## src/rtl/vn_pkg.sv

```systemverilog
// Shared constants and types for the vector normalizer.
`timescale 1ns / 1ps
`default_nettype none
package vn_pkg;
  localparam int FRAC_BITS = 24;
  localparam int IN_W      = 32;
  localparam int SQ_W      = 2 * IN_W;
  localparam int ROOT_W    = IN_W;
  localparam int REM_W     = ROOT_W + 3;
  localparam int TOL_W     = 25;
  localparam int OUT_W     = 26;
  localparam int QW        = FRAC_BITS + 1;
  localparam int DIV_R_W   = ROOT_W + 1;
  localparam int LAT       = 37 + QW;
  localparam logic [TOL_W-1:0] TOL_RESET =
    TOL_W'(((64'd1 << FRAC_BITS) + 64'd50000) / 64'd100000);

  typedef struct packed {
    logic [IN_W-1:0] ax;
    logic [IN_W-1:0] ay;
    logic            sx;
    logic            sy;
  } side_t;
endpackage
`default_nettype wire

```

## src/rtl/vn_sqrt.sv

```systemverilog
// Pipelined floor square root, one result bit per stage.
`timescale 1ns / 1ps
`default_nettype none
module vn_sqrt import vn_pkg::*; (
  input  wire logic              clk_i,
  input  wire logic              rst_ni,
  input  wire logic              valid_i,
  input  wire logic [SQ_W-1:0]   n_i,
  input  wire side_t             side_i,
  output logic                   valid_o,
  output logic [ROOT_W-1:0]      root_o,
  output side_t                  side_o
);
  logic              v_q    [ROOT_W+1];
  logic [SQ_W-1:0]   n_q    [ROOT_W+1];
  logic [REM_W-1:0]  rem_q  [ROOT_W+1];
  logic [ROOT_W-1:0] root_q [ROOT_W+1];
  side_t             side_q [ROOT_W+1];

  always_comb begin
    v_q[0]    = valid_i;
    n_q[0]    = n_i;
    rem_q[0]  = '0;
    root_q[0] = '0;
    side_q[0] = side_i;
  end

  for (genvar s = 0; s < ROOT_W; s++) begin : g_stage
    logic [REM_W-1:0] rs, t;
    logic             ge;
    always_comb begin
      rs = {rem_q[s][REM_W-3:0], n_q[s][SQ_W-1 -: 2]};
      t  = REM_W'({root_q[s], 2'b01});
      ge = rs >= t;
    end
    always_ff @(posedge clk_i or negedge rst_ni) begin
      if (!rst_ni) begin
        v_q[s+1] <= 1'b0;
      end else begin
        v_q[s+1] <= v_q[s];
      end
    end
    always_ff @(posedge clk_i) begin
      n_q[s+1]    <= n_q[s] << 2;
      rem_q[s+1]  <= ge ? rs - t : rs;
      root_q[s+1] <= {root_q[s][ROOT_W-2:0], ge};
      side_q[s+1] <= side_q[s];
    end
  end

  assign valid_o = v_q[ROOT_W];
  assign root_o  = root_q[ROOT_W];
  assign side_o  = side_q[ROOT_W];
endmodule
`default_nettype wire

```

## config.mk

```make
export PLATFORM = sky130hd
export DESIGN_NAME = vn_sqrt
export DESIGN_NICKNAME = d
export VERILOG_FILES = /design/src/rtl/vn_pkg.sv /design/src/rtl/vn_sqrt.sv
export SDC_FILE = /design/constraint.sdc
export NUM_CORES = 2
export LEC_CHECK = 0
export BUFFER_PORTS_ARGS = -buffer_cell sky130_fd_sc_hd__buf_4
export CORE_UTILIZATION = 35
export CTS_BUF_LIST = sky130_fd_sc_hd__clkbuf_16
export DETAILED_ROUTE_END_ITERATION = 10
export PLACE_DENSITY = 0.46
export SYNTH_ARGS = -nofsm -noshare
export SYNTH_HDL_FRONTEND = slang
export SYNTH_SLANG_ARGS = --single-unit
export TNS_END_PERCENT = 50
```

## constraint.sdc

```tcl
create_clock -name clk_i -period 4.8 [get_ports clk_i]
set_clock_uncertainty 0.05 [all_clocks]
set_input_delay 0.48 -clock clk_i [delete_from_list [all_inputs] [get_ports clk_i]]
set_output_delay 0.48 -clock clk_i [all_outputs]
set_load 0.1 [all_outputs]
```

# Word level (Yosys, flattened, before mapping)
# Index checks and enable logic that the tools add are counted.
# word_totals
reg_bits,4657
inputBits,133
output_inout_bits,99
word_cells,349
# classes
add_sub_neg,31
order_cmp,32
n_mux,31
# ops
op,count
33-bit 2-to-1 mux,30
35-bit by 10-bit greater-or-equal comparator with 1-bit output,1
35-bit by 11-bit greater-or-equal comparator with 1-bit output,1
35-bit by 12-bit greater-or-equal comparator with 1-bit output,1
35-bit by 13-bit greater-or-equal comparator with 1-bit output,1
35-bit by 14-bit greater-or-equal comparator with 1-bit output,1
35-bit by 15-bit greater-or-equal comparator with 1-bit output,1
35-bit by 16-bit greater-or-equal comparator with 1-bit output,1
35-bit by 17-bit greater-or-equal comparator with 1-bit output,1
35-bit by 18-bit greater-or-equal comparator with 1-bit output,1
35-bit by 19-bit greater-or-equal comparator with 1-bit output,1
35-bit by 20-bit greater-or-equal comparator with 1-bit output,1
35-bit by 21-bit greater-or-equal comparator with 1-bit output,1
35-bit by 22-bit greater-or-equal comparator with 1-bit output,1
35-bit by 23-bit greater-or-equal comparator with 1-bit output,1
35-bit by 24-bit greater-or-equal comparator with 1-bit output,1
35-bit by 25-bit greater-or-equal comparator with 1-bit output,1
35-bit by 26-bit greater-or-equal comparator with 1-bit output,1
35-bit by 27-bit greater-or-equal comparator with 1-bit output,1
35-bit by 28-bit greater-or-equal comparator with 1-bit output,1
35-bit by 29-bit greater-or-equal comparator with 1-bit output,1
35-bit by 3-bit greater-or-equal comparator with 1-bit output,1
35-bit by 30-bit greater-or-equal comparator with 1-bit output,1
35-bit by 31-bit greater-or-equal comparator with 1-bit output,1
41 further kinds,41

# Longest topological paths before layout
# depth
word_depth,2
depth_mapped,15
mapped_depth_nobuf,12

# Worst setup path before layout
# OpenSTA, ideal clock, no wires.
# synth_timing
path_type,register to register
from,register root_q (netlist bit g_stage[28].t[8])
to,register rem_q (netlist bit g_stage[29].rs[25])
setup_time_ns,0.121
arrival_ns,3.095
required_time_ns,4.629
path_slack_ns,1.534
path_stages_with_launch,15
n_path_buf,2
period_less_slack_ns,3.266
path_cell_list,dfxtp_1 inv_1 ha_1 a21o_1 a21oi_1 o21ai_0 a2111oi_0 nor4_1 o211ai_1 a21oi_1 nor3_2 inv_1 buf_2 buf_2 mux2_2
# synth_via
elab_chain_len,2
word_cells_on_any_way,3
classes_between,add/sub: 1; order compare: 1; mux: 1
# synth_rtl
item,line_no,rtl
"start, declared",vn_sqrt.sv:17,logic [ROOT_W-1:0] root_q [ROOT_W+1];
"start signal, assigned by index",vn_sqrt.sv:46,"root_q[s+1] <= {root_q[s][ROOT_W-2:0], ge};"
35-bit by 30-bit greater-or-equal comparator with 1-bit output,vn_sqrt.sv:34,ge = rs >= t;
named net g_stage[28].ge,vn_sqrt.sv:30,logic ge;
33-bit 2-to-1 mux,vn_sqrt.sv:45,rem_q[s+1] <= ge ? rs - t : rs;
"end signal, assigned by index",vn_sqrt.sv:45,
"end, declared",vn_sqrt.sv:16,logic [REM_W-1:0] rem_q [ROOT_W+1];
# The timed path passes the listed nets, and every way through them passes these cells.
# A chain may end at the register's enable or synchronous reset.

# Final worst setup path
# layout_timing
from,register root_q (netlist bit g_stage[22].t[2])
to,register rem_q (netlist bit g_stage[23].rs[6])
# layout_via
elab_chain_len,2
word_cells_on_any_way,3
classes_between,add/sub: 1; order compare: 1; mux: 1
# layout_rtl
item,line_no
33-bit by 24-bit subtractor with 33-bit output or 35-bit by 24-bit greater-or-equal comparator with 1-bit output (tied branches),"vn_sqrt.sv:45, vn_sqrt.sv:34"
33-bit 2-to-1 mux (*),vn_sqrt.sv:45
# Every way passes the cells marked *; elsewhere a longest branch is shown, timed or not.

==> out/qor.json <==
{
  "cells_and_area": {
    "utilization": 0.4153,
    "layout-drive-gt1-share": 0.09077,
    "final_cell_mix": "sky130_fd_sc_hd__dfxtp_1 (4,607), sky130_fd_sc_hd__inv_1 (838), sky130_fd_sc_hd__nand2_1 (588)",
    "area_growth_pct": 18.11,
    "finish.net_count": 12700,
    "finalInstanceArea_mm2": 0.1602,
    "final_common_cell": "sky130_fd_sc_hd__dfxtp_1"
  },
  "synth": {
    "synth-compound-area-share": 0.08496,
    "synth_area_mm2": 0.1356,
    "post_synth_num_cell_types": 97,
    "synthDominantAreaCellType": "sky130_fd_sc_hd__dfxtp_1",
    "fraction_of_the_mapped_netlist_area_in_adder_cells": 0.05175,
    "yosys_most_used_dff": "sky130_fd_sc_hd__dfxtp_1",
    "fraction_of_synthesis_flops_using_an_asynchronous_set_or_reset_pin": 0.006898,
    "synth_simple_gate_area_share": 0.08917,
    "synth_top_cells_by_area": "sky130_fd_sc_hd__dfxtp_1 (68%), sky130_fd_sc_hd__ha_1 (5.2%), sky130_fd_sc_hd__xnor2_1 (2.8%)",
    "synth.yosys.seq_area_share": 0.6859,
    "synth_xor_area_frac": 0.04992,
    "synth-edff-count": 0,
    "synthMuxAreaShare": 0.009068,
    "postSynthNetCount": 12030,
    "synth_top_area_share": 0.6800,
    "synthCells": 11330,
    "synthesis_warnings": 0,
    "ys_ff_latch": 4639,
    "largest_family_of_logic_cells_by_synthesized_area": "simple AND/OR/NAND/NOR gates",
    "syn_avg_cell_area_um2": 11.97
  },
  "critical_path": {
    "cp.arrival_ns": 4.99,
    "path_cells": "inv_1 -> ha_1 -> o21ai_0 -> a2111oi_0 -> or4b_2 -> a31oi_1 -> o21ai_1 -> a21oi_1 -> o311ai_4 -> buf_12 -> mux2_2",
    "critical_path.endpoint_type": "register",
    "cp_top_family": "compound AO/OA/AOI/OAI gates",
    "worst_setup_path_start_kind": "register",
    "worst-endpoint-required_ns": 5.55,
    "critPathKind": "reg2reg",
    "critical_path.n_buffers_inverters": 2,
    "worstPathMaxFanout": 44,
    "slowest_stage": "sky130_fd_sc_hd__a2111oi_0",
    "max_stage_delay_ns": 1.00
  },
  "global_route": {
    "grt_first_pass_wirelength_um": 420000,
    "grt_antenna_before_repair": 6,
    "vias_in_the_first_global_route": 78830,
    "track_usage": 0.1322,
    "grt_remaining_overflow": 0,
    "grt_start_max_net_pins": 52
  },
  "power_and_ir_drop": {
    "power.static_leakage_nw": 72.05,
    "internal-power_w": 0.06762,
    "p_per_area_mw_per_mm2": 567.0,
    "swShare": 0.2556,
    "clock_power_share": 0.387,
    "switching_power_w": 0.02321,
    "combinationalPowerShare": 0.108,
    "total_power_w": 0.09083,
    "share_seq_of_total_power": 0.505,
    "irDropWorstVdd_uv": 416.0
  },
  "clocking": {
    "cts.repair.resized": 0,
    "clock-root-buffer": "sky130_fd_sc_hd__clkbuf_16",
    "max-clock-path-buffers": 4,
    "clock_tree_from_tritoncts": "yes",
    "tritoncts.num_buffers": 465,
    "worstSkewPairLatency_ns": 0.97,
    "clk_transition_reported_paths_ns": 0.06,
    "clock_sink_count": 4639,
    "post_cts.repair.setup_buffers": 0,
    "htreeDepth": 5
  },
  "placement": {
    "port_buffers": 231,
    "detailedPlacementHpwl_um": 191200,
    "gpl.final_weighted_congestion": 0.8698,
    "placement_stage_cell_area_mm2": 0.1432
  },
  "die": {
    "placeableCoreArea_mm2": 0.3857,
    "ios": 232,
    "floorplan.die_area_mm2": 0.3900,
    "start_util": 0.3517,
    "die_x_um": 624.5,
    "std_cell_rows": 228,
    "dieHeight_um": 624.5
  },
  "route": {
    "drt-initial-drc-count": 4005,
    "drcViolationCount": 0,
    "dr_total_vias": 78280,
    "route.detailed.wl_per_inst_um": 14.95,
    "firstDrtPassIters": 6,
    "avgViaCountPerCell": 4.449,
    "finalWirelength_um": 263000,
    "ant_nets": 0
  },
  "sta": {
    "timing.final.crit_share": 0.8841,
    "finalWorstPathRequiredPeriod_ns": 4.244,
    "setup_repair_after_global_routing_missed_its_margin": "false",
    "timing.slew.headroom": 0.1919,
    "max_slew.worst_pin.slew_ns": 1.196,
    "fin_setup_tns_ns": 0,
    "drv_slew": 0,
    "final-hold-violation-count": 0,
    "clock.fmax_mhz": 235.6,
    "setup_viol": 0
  },
  "job": {
    "max_cap_violations": 0
  },
  "run_status": {
    "run_status": "complete, no violations"
  },
  "hold_path": {
    "timing.hold.worst.class": "in2reg"
  }
}
==> final cells by class <==
class / count / area (um2)
Multi-Input combinational cell: 5709 / 38720
Tap cell: 5175 / 6475
Sequential cell: 4639 / 93030
Clock inverter: 394 / 3496
Antenna cell: 15 / 37.54
Clock buffer: 469 / 11740
Fill cell: 36280 / 225500
Timing Repair Buffer: 456 / 3919
Inverter: 738 / 2770
==> per-layer routing <==
layer	routed length, um	GRT usage
met4	7954	0.04415
met1	117700	0.1645
met3	12670	0.02618
met5	0	0
met2	124700	0.2280
==> Yosys cell counts (177+ instances only) <==
cell and number:
sky130_fd_sc_hd__nor2_1 573, sky130_fd_sc_hd__a21o_1 225, sky130_fd_sc_hd__ha_1 561, sky130_fd_sc_hd__xor2_1 345, sky130_fd_sc_hd__inv_1 734, sky130_fd_sc_hd__a21oi_1 561
sky130_fd_sc_hd__nor3_1 215, sky130_fd_sc_hd__dfxtp_1 4607, sky130_fd_sc_hd__nand3_1 177, sky130_fd_sc_hd__o21ai_0 457, sky130_fd_sc_hd__xnor2_1 428, sky130_fd_sc_hd__nand2_1 588
==> worst reg2reg max path: cells and delay by family (launching register included) <==
kind                     cells  cell delay [ns]
buffers and inverters        2             0.32
adder cells (fa/ha/maj)      1             0.33
flip-flops                   1             0.33
multiplexers                 1             0.41
AO/OA/AOI/OAI                6             2.40
AND/OR/NAND/NOR              1             0.29
==> through the flow <==
step	cells	hold WS, ns	setup WS (ns)
after floorplan	11330	0.1344	1.534
after global placement	16540	0.2595	0.7505
after detailed placement	16540	0.2621	0.6949
after CTS	17580	0.0008268	0.6186
after global routing	17590	0.03352	0.2133
final	17600	0.1141	0.5562
==> power groups by stage <==
stage	Combinational [W]	Sequential, W	Clock (W)
after CTS	0.00989	0.0459	0.0367
after detailed placement	0.00971	0.0468	0
after floorplan	0.00742	0.0455	0
final	0.00984	0.0458	0.0352
after global routing	0.0110	0.0463	0.0384
after global placement	0.00962	0.0468	0
==> kinds of logic after synthesis <==
family                   Yosys count
other                              1
multiplexers                     112
AO/OA/AOI/OAI                   1845
AND/OR/NAND/NOR                 2417
XOR/XNOR                         773
buffers and inverters            984
adder cells (fa/ha/maj)          561
flip-flops                      4639
==> repair_timing <==
item | CTS | global route
hold buffers | 174 | 0
endpoints found under the hold margin | 164 | 0
endpoints found under the setup margin | 0 | 0
==> flip-flops by register name (all words and copies together), names as in the netlist <==
signal and flops:
side_o 66, g_stage.t 496, valid_o 1, side_q 2046
g_stage.rs 1037, root_o 32, n_q 930, v_q 31
==> worst paths after layout <==
path | cells after the start | slack (ns) | startpoint | to
min in group asynchronous | 4 | 0.47 | rst_ni | v_q[28]$_DFF_PN0_
worst min register to register | 0 | 0.22 | n_q[763]$_DFF_P_ | n_q[701]$_DFF_P_
worst max-delay path | 11 | 0.56 | g_stage[22].t[2]$_DFF_P_ | g_stage[23].rs[6]$_DFF_P_
max in group asynchronous | 4 | 4.07 | rst_ni | v_q[16]$_DFF_PN0_
worst min-delay path | 2 | 0.11 | side_i[57] | side_q[2103]$_DFF_P_
worst max register to register | 11 | 0.56 | g_stage[22].t[2]$_DFF_P_ | g_stage[23].rs[6]$_DFF_P_
Power figures use the tool's default switching activity.
